[src/rtl/bcls_pkg.sv]
// ----------------------------------------------------------------------------
// bcls_pkg
// shared widths, register indexes, request codes, pin levels, event kinds and
// reset values for the button press classifier
// ----------------------------------------------------------------------------
`default_nettype none

package bcls_pkg;

    // field widths
    localparam int BTN_W = 2;
    localparam int REG_W = 24;
    localparam int IDX_W = 2;

    // button count, bounded by the button field width
    localparam int NUM_BUTTONS = 4;

    // request codes
    localparam logic REQ_PIN  = 1'b0;
    localparam logic REQ_TICK = 1'b1;

    // pin levels, active low
    localparam logic PIN_PRESSED  = 1'b0;
    localparam logic PIN_RELEASED = 1'b1;

    // event kinds
    localparam logic EVT_PRESS = 1'b0;
    localparam logic EVT_LONG  = 1'b1;

    // configuration register indexes
    localparam logic [IDX_W-1:0] REG_LONG_PRESS  = 2'd0;
    localparam logic [IDX_W-1:0] REG_REBOOT_HOLD = 2'd1;
    localparam logic [IDX_W-1:0] REG_REPEAT_SLOW = 2'd2;
    localparam logic [IDX_W-1:0] REG_REPEAT_FAST = 2'd3;

    // configuration reset values
    localparam logic [REG_W-1:0] RST_LONG_PRESS  = 24'd32768;
    localparam logic [REG_W-1:0] RST_REBOOT_HOLD = 24'd98304;
    localparam logic [REG_W-1:0] RST_REPEAT_SLOW = 24'd16384;
    localparam logic [REG_W-1:0] RST_REPEAT_FAST = 24'd8192;

endpackage

`default_nettype wire

[src/rtl/button_press_classifier_top.sv]
// ----------------------------------------------------------------------------
// button_press_classifier_top
// classifies active-low buttons into pressed, long-pressed and auto-repeat
// events, and flags a reboot request when all buttons are held long enough
// ----------------------------------------------------------------------------
// Each input item is a pin-change report or one time tick. The item is taken
// into an input register and processed once the result register is free:
// all per-button hold times are computed in parallel lanes, the button state
// and repeat timer are updated, and the results of that item are loaded as a
// button mask into a result register. Results leave one per cycle in ascending
// button order while the output is ready, and an item causes at most four
// results. The input register takes the next item while earlier results still
// wait at the output.
`default_nettype none

module button_press_classifier_top #(
    parameter int TIME_WIDTH  = 32
) (
    input  wire                            i_clk,
    input  wire                            i_rst_n,
    // configuration write port
    input  wire                            i_cfg_wr_en,
    input  wire [bcls_pkg::IDX_W-1:0]      i_cfg_index,
    input  wire [bcls_pkg::REG_W-1:0]      i_cfg_data,
    // input items
    input  wire                            i_in_valid,
    output logic                           o_in_ready,
    input  wire                            i_req_type,
    input  wire [bcls_pkg::BTN_W-1:0]      i_button,
    input  wire                            i_pin_level,
    // result items
    output logic                           o_out_valid,
    input  wire                            i_out_ready,
    output logic [bcls_pkg::BTN_W-1:0]     o_which_button,
    output logic                           o_event_kind,
    output logic                           o_reboot_request,
    output logic                           o_last
);

    localparam int NUM_BUTTONS = bcls_pkg::NUM_BUTTONS;
    localparam int CMP_W = (TIME_WIDTH > bcls_pkg::REG_W) ? TIME_WIDTH : bcls_pkg::REG_W;

    // configuration registers
    logic [bcls_pkg::REG_W-1:0] r_long_ticks;
    logic [bcls_pkg::REG_W-1:0] r_reboot_ticks;
    logic [bcls_pkg::REG_W-1:0] r_slow_ticks;
    logic [bcls_pkg::REG_W-1:0] r_fast_ticks;

    // input register
    logic                       r_in_valid;
    logic                       r_req_type;
    logic [bcls_pkg::BTN_W-1:0] r_button;
    logic                       r_pin_level;

    // button and timer state
    logic [TIME_WIDTH-1:0]      r_time;
    logic [TIME_WIDTH-1:0]      r_down [NUM_BUTTONS];
    logic [NUM_BUTTONS-1:0]     r_held;
    logic [bcls_pkg::REG_W-1:0] r_count;
    logic                       r_armed;

    // result register
    logic [NUM_BUTTONS-1:0]     r_mask;
    logic                       r_kind;
    logic                       r_reboot;

    // next values
    logic [TIME_WIDTH-1:0]      n_time;
    logic [TIME_WIDTH-1:0]      n_down [NUM_BUTTONS];
    logic [NUM_BUTTONS-1:0]     n_held;
    logic [bcls_pkg::REG_W-1:0] n_count;
    logic                       n_armed;
    logic [NUM_BUTTONS-1:0]     n_mask;
    logic                       n_kind;
    logic                       n_reboot;

    logic                       is_tick;
    logic [TIME_WIDTH-1:0]      time_eval;
    logic [TIME_WIDTH-1:0]      held_for [NUM_BUTTONS];
    logic [NUM_BUTTONS-1:0]     long_hit;
    logic [NUM_BUTTONS-1:0]     reboot_hit;
    logic [NUM_BUTTONS-1:0]     lane_hit;
    logic [NUM_BUTTONS-1:0]     emit;

    logic [bcls_pkg::BTN_W-1:0] cur_idx;
    logic [NUM_BUTTONS-1:0]     cur_onehot;
    logic [NUM_BUTTONS-1:0]     rest_mask;
    logic                       cur_last;
    logic                       take;
    logic                       bat_free;
    logic                       advance;

    // result selection: lowest pending button first
    always_comb begin
        cur_idx    = '0;
        cur_onehot = '0;
        for (int i = NUM_BUTTONS - 1; i >= 0; i--) begin
            if (r_mask[i]) begin
                cur_idx    = bcls_pkg::BTN_W'(i);
                cur_onehot = NUM_BUTTONS'(1) << i;
            end
        end
    end

    assign rest_mask = r_mask & ~cur_onehot;
    assign cur_last  = (rest_mask == '0);

    assign o_out_valid      = (r_mask != '0);
    assign o_which_button   = cur_idx;
    assign o_event_kind     = r_kind;
    assign o_reboot_request = r_reboot & cur_last;
    assign o_last           = cur_last;

    // handshake
    assign take       = o_out_valid & i_out_ready;
    assign bat_free   = !o_out_valid || (take && cur_last);
    assign advance    = r_in_valid && bat_free;
    assign o_in_ready = !r_in_valid || bat_free;

    // per-button hold time lanes
    assign is_tick   = (r_req_type == bcls_pkg::REQ_TICK);
    assign time_eval = is_tick ? r_time + 1'b1 : r_time;

    always_comb begin
        for (int i = 0; i < NUM_BUTTONS; i++) begin
            held_for[i]   = time_eval - r_down[i];
            long_hit[i]   = CMP_W'(held_for[i]) > CMP_W'(r_long_ticks);
            reboot_hit[i] = CMP_W'(held_for[i]) > CMP_W'(r_reboot_ticks);
            lane_hit[i]   = !is_tick &&
                            ({{(32 - bcls_pkg::BTN_W){1'b0}}, r_button} == 32'(i));
        end
    end

    // state update for the item in the input register
    always_comb begin
        n_time   = r_time;
        n_held   = r_held;
        n_count  = r_count;
        n_armed  = r_armed;
        n_mask   = '0;
        n_kind   = bcls_pkg::EVT_PRESS;
        n_reboot = 1'b0;
        emit     = '0;
        for (int i = 0; i < NUM_BUTTONS; i++) begin
            n_down[i] = r_down[i];
        end

        if (is_tick) begin
            n_time = time_eval;
            if (r_armed) begin
                if (r_count <= bcls_pkg::REG_W'(1)) begin
                    // expiry: repeat event for every button held past long press
                    emit     = r_held & long_hit;
                    n_mask   = emit;
                    n_reboot = &(r_held & reboot_hit);
                    if (r_held != '0) begin
                        n_armed = 1'b1;
                        n_count = (emit != '0) ? r_fast_ticks : r_slow_ticks;
                    end else begin
                        n_armed = 1'b0;
                        n_count = '0;
                    end
                end else begin
                    n_count = r_count - 1'b1;
                end
            end
        end else if (r_pin_level == bcls_pkg::PIN_PRESSED) begin
            // press or still down
            for (int i = 0; i < NUM_BUTTONS; i++) begin
                if (lane_hit[i] && !r_held[i]) begin
                    n_held[i] = 1'b1;
                    n_down[i] = r_time;
                end
            end
            if (lane_hit != '0 && !r_armed) begin
                n_armed = 1'b1;
                n_count = r_slow_ticks;
            end
        end else begin
            // release or still up
            emit   = lane_hit & r_held;
            n_mask = emit;
            n_kind = ((lane_hit & long_hit) != '0) ? bcls_pkg::EVT_LONG : bcls_pkg::EVT_PRESS;
            n_held = r_held & ~lane_hit;
        end
    end

    // configuration registers
    always_ff @(posedge i_clk) begin
        if (!i_rst_n) begin
            r_long_ticks   <= bcls_pkg::RST_LONG_PRESS;
            r_reboot_ticks <= bcls_pkg::RST_REBOOT_HOLD;
            r_slow_ticks   <= bcls_pkg::RST_REPEAT_SLOW;
            r_fast_ticks   <= bcls_pkg::RST_REPEAT_FAST;
        end else if (i_cfg_wr_en) begin
            case (i_cfg_index)
                bcls_pkg::REG_LONG_PRESS:  r_long_ticks   <= i_cfg_data;
                bcls_pkg::REG_REBOOT_HOLD: r_reboot_ticks <= i_cfg_data;
                bcls_pkg::REG_REPEAT_SLOW: r_slow_ticks   <= i_cfg_data;
                bcls_pkg::REG_REPEAT_FAST: r_fast_ticks   <= i_cfg_data;
                default: begin
                end
            endcase
        end
    end

    // input register
    always_ff @(posedge i_clk) begin
        if (!i_rst_n) begin
            r_in_valid <= 1'b0;
        end else if (o_in_ready) begin
            r_in_valid <= i_in_valid;
        end
    end

    always_ff @(posedge i_clk) begin
        if (i_in_valid && o_in_ready) begin
            r_req_type  <= i_req_type;
            r_button    <= i_button;
            r_pin_level <= i_pin_level;
        end
    end

    // button state, timer and result register
    always_ff @(posedge i_clk) begin
        if (!i_rst_n) begin
            r_time   <= '0;
            r_held   <= '0;
            r_count  <= '0;
            r_armed  <= 1'b0;
            r_mask   <= '0;
            r_kind   <= bcls_pkg::EVT_PRESS;
            r_reboot <= 1'b0;
        end else if (advance) begin
            r_time   <= n_time;
            r_held   <= n_held;
            r_count  <= n_count;
            r_armed  <= n_armed;
            r_mask   <= n_mask;
            r_kind   <= n_kind;
            r_reboot <= n_reboot;
        end else if (take) begin
            r_mask <= rest_mask;
        end
    end

    // press timestamps
    always_ff @(posedge i_clk) begin
        if (advance) begin
            for (int i = 0; i < NUM_BUTTONS; i++) begin
                r_down[i] <= n_down[i];
            end
        end
    end

endmodule

`default_nettype wire

[config.mk]
export PLATFORM = sky130hd
export DESIGN_NAME = button_press_classifier_top
export DESIGN_NICKNAME = d
export VERILOG_FILES = /design/src/rtl/bcls_pkg.sv /design/src/rtl/button_press_classifier_top.sv
export SDC_FILE = /design/constraint.sdc
export NUM_CORES = 1
export LEC_CHECK = 0
export BUFFER_PORTS_ARGS = -buffer_cell sky130_fd_sc_hd__buf_4
export CAP_MARGIN = 20
export CORE_MARGIN = 5
export CORE_UTILIZATION = 60
export DETAILED_ROUTE_END_ITERATION = 6
export PLACE_DENSITY = 0.77
export SYNTH_ARGS = -nofsm -noshare
export SYNTH_HDL_FRONTEND = slang
export SYNTH_SLANG_ARGS = --single-unit
[constraint.sdc]
create_clock -name i_clk -period 9.4 [get_ports i_clk]
set_clock_uncertainty 0.2 [all_clocks]
set_input_delay 1.88 -clock i_clk [delete_from_list [all_inputs] [get_ports i_clk]]
set_output_delay 1.88 -clock i_clk [all_outputs]
set_load 0.01 [all_outputs]
# [Word-level counts from Yosys, hierarchy flattened]
# Memory sizes are Yosys's and may differ from the RTL's.
# Index checks and enable logic that the tools add are counted.
[word_totals] register_bits=168 ramBits=128 in_bits=35 output_inout_bits=7 wordCells=148 n_memories=1
[classes] add_sub_neg=6 magnitude_cmp=9 n_eq_ne=8 mux=47 n_bitwise=11 n_reduce_logical=48
[mem_list] name="r_down" words=4 word_bits=32 read_ports=4 rd_clocked_by_memory_dff=0 wr=4 line="button_press_classifier_top.sv:57" source="logic [TIME_WIDTH-1:0] r_down [NUM_BUTTONS];"
[op_table] op="$gt 32x24->1" count=8
[op_table] op="$mux 128" count=2
[op_table] op="$mux 24" count=7
[op_table] op="$mux 32" count=5
[op_table] op="$sub 32x32->32" count=4
[op_table] op="$mux 4" count=11
[op_table] op="$add 32x1->32 const B" count=1
[op_table] op="$and 4x4->4" count=6
[op_table] op="$le 24x1->1 const B" count=1
[op_table] op="$sub 24x1->24 const B" count=1
[op_table] op="$reduce_bool 4->1" count=5
[op_table] op="$mux 1" count=18
[op_table] op="$reduce_and 3->1" count=5
[op_table] op="$logic_and 1x1->1" count=12
[op_table] op="$reduce_bool 2->1" count=6
[op_table] op="$reduce_and 2->1" count=5
[op_table] op="$eq 2x2->1 const B" count=4
[op_table] op="$logic_not 1->1" count=8
[op_table] op="$mux 2" count=4
[op_table] op="$not 4->4" count=2
[op_table] op="$reduce_and 4->1" count=2
[op_table] op="$eq 2x1->1 const B" count=2
[op_table] op="$logic_not 2->1" count=2
[op_table] op="$logic_not 4->1" count=1
[op_table] op="5 further kinds" count=7

# [Depth between registers and ports, before layout]
# Gate-level depths: netlist of run 1.
[logic_depth] depth_word=12 ltp_mapped=30 mapped_depth_nobuf=27

# [Worst setup path before layout of run 1]
# Ideal clock, no wire load.
[synth_path] kind="input port to flip-flop" startpoint="input i_out_ready" endpoint="memory r_down[0][0] (enable)" setup_ps=501 t_arrival_ps=6398 required_time_ps=8699 setup_slack_ps=2301 cell_stages=8 n_path_buf=1 cell_sequence="inv_1 > maj3_1 > o21a_1 > o22a_1 > nand2b_1 > clkbuf_1 > or3_1 > nor4_1"
[synth_lines] item="start: declaration" line="button_press_classifier_top.sv:33" source="input wire i_out_ready,"
[synth_lines] item="end: declaration" line="button_press_classifier_top.sv:57"

# [Worst setup path in the final report of run 1]
[layout_path] startpoint="register r_time[0]" endpoint="register r_count[8] in the netlist's numbering"
[layout_between] elab_chain_cells=11 word_cells_on_any_way=17 classes_between="add/sub: 5; order compare: 4; mux: 6; bitwise: 1; reduce/logical: 1"
[layout_rtl] item="start: declaration" line="button_press_classifier_top.sv:56" source="logic [TIME_WIDTH-1:0] r_time;"
[layout_rtl] item="start signal: assignment" line="button_press_classifier_top.sv:235" source="r_time <= n_time;"
[layout_rtl] item="$add 32x1->32 (*)" line="button_press_classifier_top.sv:122" source="assign time_eval = is_tick ? r_time + 1'b1 : r_time;"
[layout_rtl] item="$mux 32 (*)" line="button_press_classifier_top.sv:122"
[layout_rtl] item="named net time_eval[20]" line="button_press_classifier_top.sv:78" source="logic [TIME_WIDTH-1:0] time_eval;"
[layout_rtl] item="$sub 32x32->32" line="button_press_classifier_top.sv:126" source="held_for[i] = time_eval - r_down[i];"
[layout_rtl] item="$gt 32x24->1" line="button_press_classifier_top.sv:127" source="long_hit[i] = CMP_W'(held_for[i]) > CMP_W'(r_long_ticks);"
[layout_rtl] item="$and 4x4->4 (*)" line="button_press_classifier_top.sv:153" source="emit = r_held & long_hit;"
[layout_rtl] item="$reduce_bool 4->1 (*)" line="button_press_classifier_top.sv:158" source="n_count = (emit != '0) ? r_fast_ticks : r_slow_ticks;"
[layout_rtl] item="$mux 24 (*)" line="button_press_classifier_top.sv:158"
[layout_rtl] item="$mux 24 (*)" line="button_press_classifier_top.sv:156" source="if (r_held != '0) begin"
[layout_rtl] item="$mux 24 (*)" line="button_press_classifier_top.sv:151" source="if (r_count <= bcls_pkg::REG_W'(1)) begin"
[layout_rtl] item="$mux 24 (*)" line="button_press_classifier_top.sv:150" source="if (r_armed) begin"
[layout_rtl] item="$mux 24 (*)" line="button_press_classifier_top.sv:148" source="if (is_tick) begin"
[layout_rtl] item="end signal: assignment" line="button_press_classifier_top.sv:237" source="r_count <= n_count;"
[layout_rtl] item="end: declaration" line="button_press_classifier_top.sv:59" source="logic [bcls_pkg::REG_W-1:0] r_count;"
# The timed path passes the listed nets; every way through them passes the cells marked *. The select of a mux whose other input is x is not followed.
# A chain may end at the register's enable or synchronous reset.

==> metrics.md, run 1 <==
| Metric | Value |
|---|---|
| Hold_buf cts | `0` |
| Worst EP arrival | `8890 ps` |
| Syn Std Cell Area | `0.02410 sq mm` |
| WL/cell | `23.69 microns` |
| Post-detail-place hpwl | `64800 microns` |
| H-tree levels | `1` |
| Status | `finished with violations` |
| Fmax | `0.1158 GHz` |
| Bufs on Longest Clock Path | `3` |
| Commonest non-fill, non-tap cell in the layout | `nand2_1` |
| Final wirelength | `82220 microns` |
| Setup_tns | `0 ps` |
| Initial drt markers | `2137` |
| Worst Setup EP | `r_count[8]$_SDFFE_PN0P_` |
| Ys async rst share | `0%` |
| RR Endpoint | `r_count[8]$_SDFFE_PN0P_` |
| Router iterations before antenna repair | `7` |
| Clock slew at reported path FFs | `70 ps` |
| Synth Instances | `2941` |
| Dominant cell type by area after synthesis | `ha_1` |
| Largest net degree at the start of global routing | `93` |
| Min-delay worst type | `flop to flop` |
| Crit-path most repeated cell | `ha_1` |
| Via/cell ratio | `6.640` |
| Largest cells by area after synthesis | `ha_1 (17%), edfxtp_1 (16%), dfxtp_1 (14%), a21oi_1 (6.4%), nand2_1 (6.2%)` |
| Root Driver | `clkbuf_16` |
| Final Power | `2.889 mW` |
| # setup viols final | `0` |
| Worst skew pair latency | `580 ps` |
| Synth unique cells | `87` |
| Nets | `3281` |
| Gr ovfl total | `0` |
| Syn_nets | `3300` |
| Vias in the first global route | `22239` |
| Reg-to-reg setup timing slack | `770 ps` |
| Antenna viol nets, final | `0` |
| R2R depth | `28` |
| Failing checks | `DRC` |
| PortBufs | `41` |
| Final min period | `8633 ps` |
| Crit path depth | `28` |
| Worst setup EP type | `flop` |
| Slowest stage delay, CP | `730 ps` |
| Buf/Inv on CP | `2` |
| Crit Path Category | `flop to flop` |
| # IOs | `42` |
| Fillers | `3401` |
| First-pass GRT wire length | `123800 microns` |
| Register area share after synthesis | `30.07%` |
| Total GRT Usage | `35.57%` |
| CP max-delay cell | `or4bb_1` |
| Initial antenna violation count | `4` |
| Setup crit start | `r_time[0]$_SDFFE_PN0P_` |
| Routed via count | `23040` |
| FF+latch count, synth | `296` |
| Post-synth top area share | `16.62%` |
| VDD IR-drop max | `0.0001790 V` |
| Post-synth EDFFs | `132` |
| Synth Flop Type | `dfxtp_1` |
| Critical Path Source Type | `flop` |
| Num Clock Sinks | `296` |
| CTS resizes | `0` |
| PwrDens | `112.3 mW/mm^2` |
| Hold path startpoint | `r_reboot_ticks[22]$_SDFFE_PN0P_` |
| # rows | `73` |
| Initial Util | `60.65%` |
| Die width | `210.4 microns` |
| Ratio of cells with drive above 1 in the final layout | `4.552%` |
| Critical R2R Launch | `r_time[0]$_SDFFE_PN0P_` |
| DRC | `1` |
| Placed cells | `3416` |
| Synth Area per Inst | `8.193 sq um` |
| Lkg Pwr | `10.72 nW` |
| Layout Area Growth over Synthesis | `6.735%` |
| Tcrit/Tclk final | `91.84%` |
| Layout Utilization | `64.73%` |
| Synth warnings | `0` |
| Worst slew pin tran | `1282 ps` |
| Slew HR | `13.87%` |
| Worst EP required | `9660 ps` |
| RSZ-0062 raised after global routing | `no` |
| RePlAce Congestion | `1.068` |
| Layout Cells excl Fill | `3470` |
| Die Span Y | `210.4 microns` |
| Final-report hold violation count | `0` |
| Top delay family on crit path | `simple AND/OR/NAND/NOR gates` |
| Setup Buffers After CTS | `0` |
| Max Transition Viols Final | `0` |
| CTS tree | `yes` |
| Die Area | `0.04427 sq mm` |
| Core area | `0.03973 sq mm` |
| Num CTS Buffers | `29` |
| Max Cap Violations | `0` |
| Max FO, Critical Path | `22` |
| Most frequent cells in the layout | `nand2_1 (401), ha_1 (320), a21oi_1 (306), inv_1 (215), nor2_1 (177)` |
## flip-flops by register name (all words and copies together) (netlist names), 2 cells and up
signal          count
r_fast_ticks       24
r_time             32
r_mask              4
r_long_ticks       24
r_held              4
r_button            2
r_down            128
r_slow_ticks       24
r_count            24
r_reboot_ticks     24
## report_power, final
| part | internal, mW | switching [mW] | leakage [nW] |
|---|---|---|---|
| sequential | 1.36 | 0.0218 | 2.81 |
| clock | 0.642 | 0.526 | 0.438 |
| combinational | 0.117 | 0.227 | 7.47 |
## layer usage
metal / track usage [%] / up-vias / wire [microns]
met5: 0 / - / 18
met4: 18.40 / 2 / 4897
met3: 6.072 / 249 / 7443
met2: 59.02 / 1147 / 37550
met1: 44.72 / 10997 / 32300
li1: - / 10645 / -
## cell type report
cell class,count,area (sq um),share of cell area (%)
clock inverter,14,130.1,0.5059
timing repair buffer,60,450.4,1.751
clock buffer,39,784.5,3.050
sequential,296,7247,28.18
tap,525,656.9,2.554
multi-input combinational,2318,15630,60.78
antenna,1,2.502,0.009730
inverter,217,817.0,3.177
## cells in the mapped netlist, drive strengths merged, types with 80 or more instances
master / n
nor2: 180
edfxtp: 132
o21ai: 171
a21o: 88
a21oi: 306
clkbuf: 103
xnor2: 88
dfxtp: 164
inv: 216
nand2: 401
ha: 320
nand4: 80
## cells by family after synthesis
family                   Yosys count  share of synthesized area, %
buffers and inverters            327                         5.177
XOR/XNOR                         157                         5.706
adder cells (fa/ha/maj)          325                         16.99
multiplexers                      18                        0.7633
flip-flops                       296                         30.07
AND/OR/NAND/NOR                  971                         18.93
AO/OA/AOI/OAI                    847                         22.36
## how the worst min path moves through the flow
stage / to / slack, ps / depth (start not counted)
after floorplan: r_fast_ticks[14]$_SDFFE_PN0P_ / 240 / 2
after global placement: r_reboot_ticks[21]$_SDFFE_PN0P_ / 240 / 2
after detailed placement: r_reboot_ticks[12]$_SDFFE_PN0P_ / 250 / 2
after CTS: r_reboot_ticks[22]$_SDFFE_PN0P_ / 260 / 2
after global routing: r_fast_ticks[22]$_SDFFE_PN0P_ / 280 / 2
final: r_reboot_ticks[22]$_SDFFE_PN0P_ / 250 / 2
## stage by stage
step / setup slack [ps] / hold slack [ps] / instance area [sq um]
floorplan: 2301 / 235.7 / 24100
detailed placement: 1041 / 248.2 / 24800
finish: 767.4 / 254.7 / 25720
CTS: 959.3 / 257.0 / 25720
global route: 414.0 / 275.4 / 25720
global placement: 1189 / 243.2 / 24800
## worst register-to-register path: cells and delay by family (launching register included)
family                     cells  cell delay (ps)
xor gates and xnor gates       2              770
adders and majority gates      3              970
DFF                            1              530
buffers and inverters          2              510
and+or+nand+nor               14             3370
AOI/OAI and AO/OA              7             2150
(Power assumes the default switching activity.)
==> inputs of run 2 (changes only) <==
--- a/config.mk
+++ b/config.mk
@@ -7,6 +7,7 @@
 export LEC_CHECK = 0
 export BUFFER_PORTS_ARGS = -buffer_cell sky130_fd_sc_hd__buf_4
 export CAP_MARGIN = 20
+export CORE_ASPECT_RATIO = 1.5
 export CORE_MARGIN = 5
 export CORE_UTILIZATION = 60
 export DETAILED_ROUTE_END_ITERATION = 6
==> run 2 against run 1 <==
Against the previous run: the flow now finishes without violations; via count is 0.33% higher; clock-buffer cell count is 2 lower; clock power is essentially flat; combinational power about the same; non-clock buffer count increased by 1; core utilization decreased by 0.31 points; critical path type unchanged.
==> metrics.md, run 2 (same netlist as run 1, synthesis figures left out) <==
| Metric | Value |
|---|---|
| Placed Instance Area | `0.02478 sq mm (-0.11%)` |
| CTS resizes | `0 (unchanged)` |
| Nets | `3282 (+0.030%)` |
| Die width | `173.6 microns (-17%)` |
| Met3 GRT Util | `5.368% (-0.70 points)` |
| Final wirelength | `88830 microns (+8.0%)` |
| Final min period | `8980 ps (+347.2 ps)` |
| Initial Util | `60.28% (-0.37 points)` |
| Setup_tns | `0 ps (unchanged)` |
| # IOs | `42 (unchanged)` |
| Buf/Inv on CP | `0 (-2)` |
| Ratio of cells with drive above 1 in the final layout | `4.956% (+0.40 points)` |
| Crit path depth | `23 (-18%)` |
| Critical R2R Launch | `r_time[0]$_SDFFE_PN0P_` |
| Root Driver | `clkbuf_16` |
| Crit-path most repeated cell | `and3_1` |
| R2R depth | `23 (-18%)` |
| Initial antenna violation count | `1 (-3)` |
| M2 GR Usage | `66.36% (+7.3 points)` |
| Max Cap Violations | `0 (unchanged)` |
| Worst Setup EP | `r_count[2]$_SDFFE_PN0P_` |
| Via/cell ratio | `6.694 (+0.82%)` |
| WL/cell | `25.72 microns (+8.6%)` |
| Clock slew at reported path FFs | `70 ps (about the same)` |
| Fillers | `3410 (+0.26%)` |
| RePlAce Congestion | `1.063 (-0.47%)` |
| DRC | `0 (-1)` |
| Worst slew pin tran | `1089 ps (-193.5 ps)` |
| Critical Path Source Type | `flop` |
| Router iterations before antenna repair | `6 (-1)` |
| CP max-delay cell | `a2111oi_2` |
| Hold_buf cts | `0 (unchanged)` |
| PortBufs | `41 (unchanged)` |
| Die Area | `0.04435 sq mm (+0.18%)` |
| Met1 Usage GRT | `38.36% (-6.4 points)` |
| Top Registers | `r_down: 128 flops, r_time: 32 flops` |
| Layout Area Growth over Synthesis | `6.875%` |
| Commonest non-fill, non-tap cell in the layout | `nand2_1` |
| Pre-CTS WS | `738.0 ps (-303.3 ps)` |
| Bufs on Longest Clock Path | `3 (unchanged)` |
| Lkg Pwr | `10.77 nW (+0.49%)` |
| Slew HR | `27.23% (+13 points)` |
| Top delay family on crit path | `simple AND/OR/NAND/NOR gates` |
| Num Clock Sinks | `296 (unchanged)` |
| Initial drt markers | `1953 (-8.6%)` |
| Max Transition Viols Final | `0 (unchanged)` |
| Total GRT Usage | `38.45% (+2.9 points)` |
| # rows | `90 (+23%)` |
| Fin area | `0.02575 sq mm (+0.13%)` |
| RR Endpoint | `r_count[2]$_SDFFE_PN0P_` |
| Worst skew pair latency | `600 ps (+20 ps)` |
| Gr ovfl total | `0 (unchanged)` |
| # setup viols final | `0 (unchanged)` |
| Post-detail-place hpwl | `72470 microns (+12%)` |
| Tcrit/Tclk final | `95.53% (+3.7 points)` |
| Reg area | `0.007247 sq mm (unchanged)` |
| Worst setup EP type | `flop` |
| Hold path cells | `2 (unchanged)` |
| Placed cells | `3397 (-0.56%)` |
| Vias in the first global route | `22297 (+0.26%)` |
| CTS tree | `yes` |
| Max FO, Critical Path | `14 (-36%)` |
| Status | `completed` |
| First-pass GRT wire length | `131800 microns (+6.5%)` |
| Largest net degree at the start of global routing | `92 (-1.1%)` |
| Core area | `0.03998 sq mm (+0.61%)` |
| Antenna viol nets, final | `0 (unchanged)` |
| VDD IR-drop max | `0.0001874 V (+4.7%)` |
| Area of the multi-input gates | `0.01563 sq mm (about the same)` |
| Min-delay worst type | `flop to flop` |
| Setup Buffers After CTS | `0 (unchanged)` |
| GRT busiest layer | `met2` |
| Layout Utilization | `64.42% (-0.31 points)` |
| Final WS setup | `420.3 ps (-347.2 ps)` |
| Crit Path Category | `flop to flop` |
| RSZ-0062 raised after global routing | `no` |
| CP Cell Sequence | `ha_1 > nand4_1 > nor3_1 > nand2_1 > nor2_1 > and3_1 > and3_1 > and3_1 > xor2_1 > ha_1 > nand2_1 > a2111oi_0 > o31a_1 > nor2_1 > xnor2_1 > ha_1 > nand4_1 > nor4_1 > a2bb2oi_1 > a2111oi_2 > nand2b_1 > and3_1 > a221o_1` |
| Worst EP arrival | `9320 ps (+430 ps)` |
| Max FFs per register | `128 (unchanged)` |
| Routed via count | `23116 (+0.33%)` |
| Slowest stage delay, CP | `880 ps (+150 ps)` |
| Layout Cells excl Fill | `3453 (-0.49%)` |
| Worst EP required | `9740 ps (+80 ps)` |
| Final-report hold violation count | `0 (unchanged)` |
| Reg-to-reg setup timing slack | `420 ps (-350 ps)` |
| Fmax | `0.1114 GHz (-3.9%)` |
| Num CTS Buffers | `29 (unchanged)` |
| Most flop-heavy register | `r_down` |
| PwrDens | `113.3 mW/mm^2 (+0.86%)` |
| H-tree levels | `1 (unchanged)` |
| Setup crit start | `r_time[0]$_SDFFE_PN0P_` |
| Most frequent cells in the layout | `nand2_1 (401), ha_1 (320), a21oi_1 (306), inv_1 (215), nor2_1 (178)` |
| Die Span Y | `255.4 microns (+21%)` |
[run 2: cell count changes in the layout (fill, tap and decap cells not counted), sizes merged]
| cell | delta |
|---|---|
| bufinv | -1 |
| clkinv | +1 |
| buf | +1 |
| clkbuf | -2 |
| inv | +4 |
| clkinvlp | -1 |
[run 2: layout make-up]
type | count | area share [%]
timing repair buffer | 61 | 1.778
tap | 506 | 2.458
sequential | 296 | 28.14
multi-input combinational | 2318 | 60.69
clock inverter | 17 | 0.5830
antenna | 1 | 0.009717
clock buffer | 37 | 3.173
inverter | 217 | 3.173
[run 2: metrics by stage]
stage,power (mW),hold slack [ps]
floorplan,1.621,235.7
global placement,1.726,242.8
detailed placement,1.738,247.4
CTS,2.919,256.4
global route,3.018,266.7
finish,2.918,256.9
[run 2: power by group]
part           leakage, nW  switching [mW]  internal (mW)
Combinational         7.48           0.225          0.117
Clock                0.485           0.546          0.652
Sequential            2.81          0.0232           1.36
Total                 10.8           0.793           2.12
[run 2: worst min path at each step]
stage	from	end	slack [ps]
after CTS	r_long_ticks[1]$_SDFFE_PN0P_	r_long_ticks[1]$_SDFFE_PN0P_	260
final	r_long_ticks[3]$_SDFFE_PN0P_	r_long_ticks[3]$_SDFFE_PN0P_	260
after floorplan	r_fast_ticks[14]$_SDFFE_PN0P_	r_fast_ticks[14]$_SDFFE_PN0P_	240
after detailed placement	r_long_ticks[1]$_SDFFE_PN0P_	r_long_ticks[1]$_SDFFE_PN0P_	250
after global routing	r_reboot_ticks[9]$_SDFFE_PN0P_	r_reboot_ticks[9]$_SDFFE_PN0P_	270
after global placement	r_long_ticks[18]$_SDFFE_PN0P_	r_long_ticks[18]$_SDFFE_PN0P_	240
[run 2: worst reg2reg max path, cell delays in order, from the launching register on]
cell and delay, ps:
dfxtp_1 540, ha_1 280, nand4_1 240, nor3_1 650, nand2_1 220, nor2_1 210
and3_1 240, and3_1 250, and3_1 280, xor2_1 510, ha_1 420, nand2_1 160
a2111oi_0 410, o31a_1 290, nor2_1 80, xnor2_1 850, ha_1 260, nand4_1 140
nor4_1 320, a2bb2oi_1 270, a2111oi_2 880, nand2b_1 620, and3_1 410, a221o_1 190
[run 2: routing by layer]
layer | up-vias | part of all wire [%]
met5 | - | 0
met4 | 0 | 13
met1 | 10841 | 32
met3 | 449 | 6.4
li1 | 10646 | -
met2 | 1180 | 48
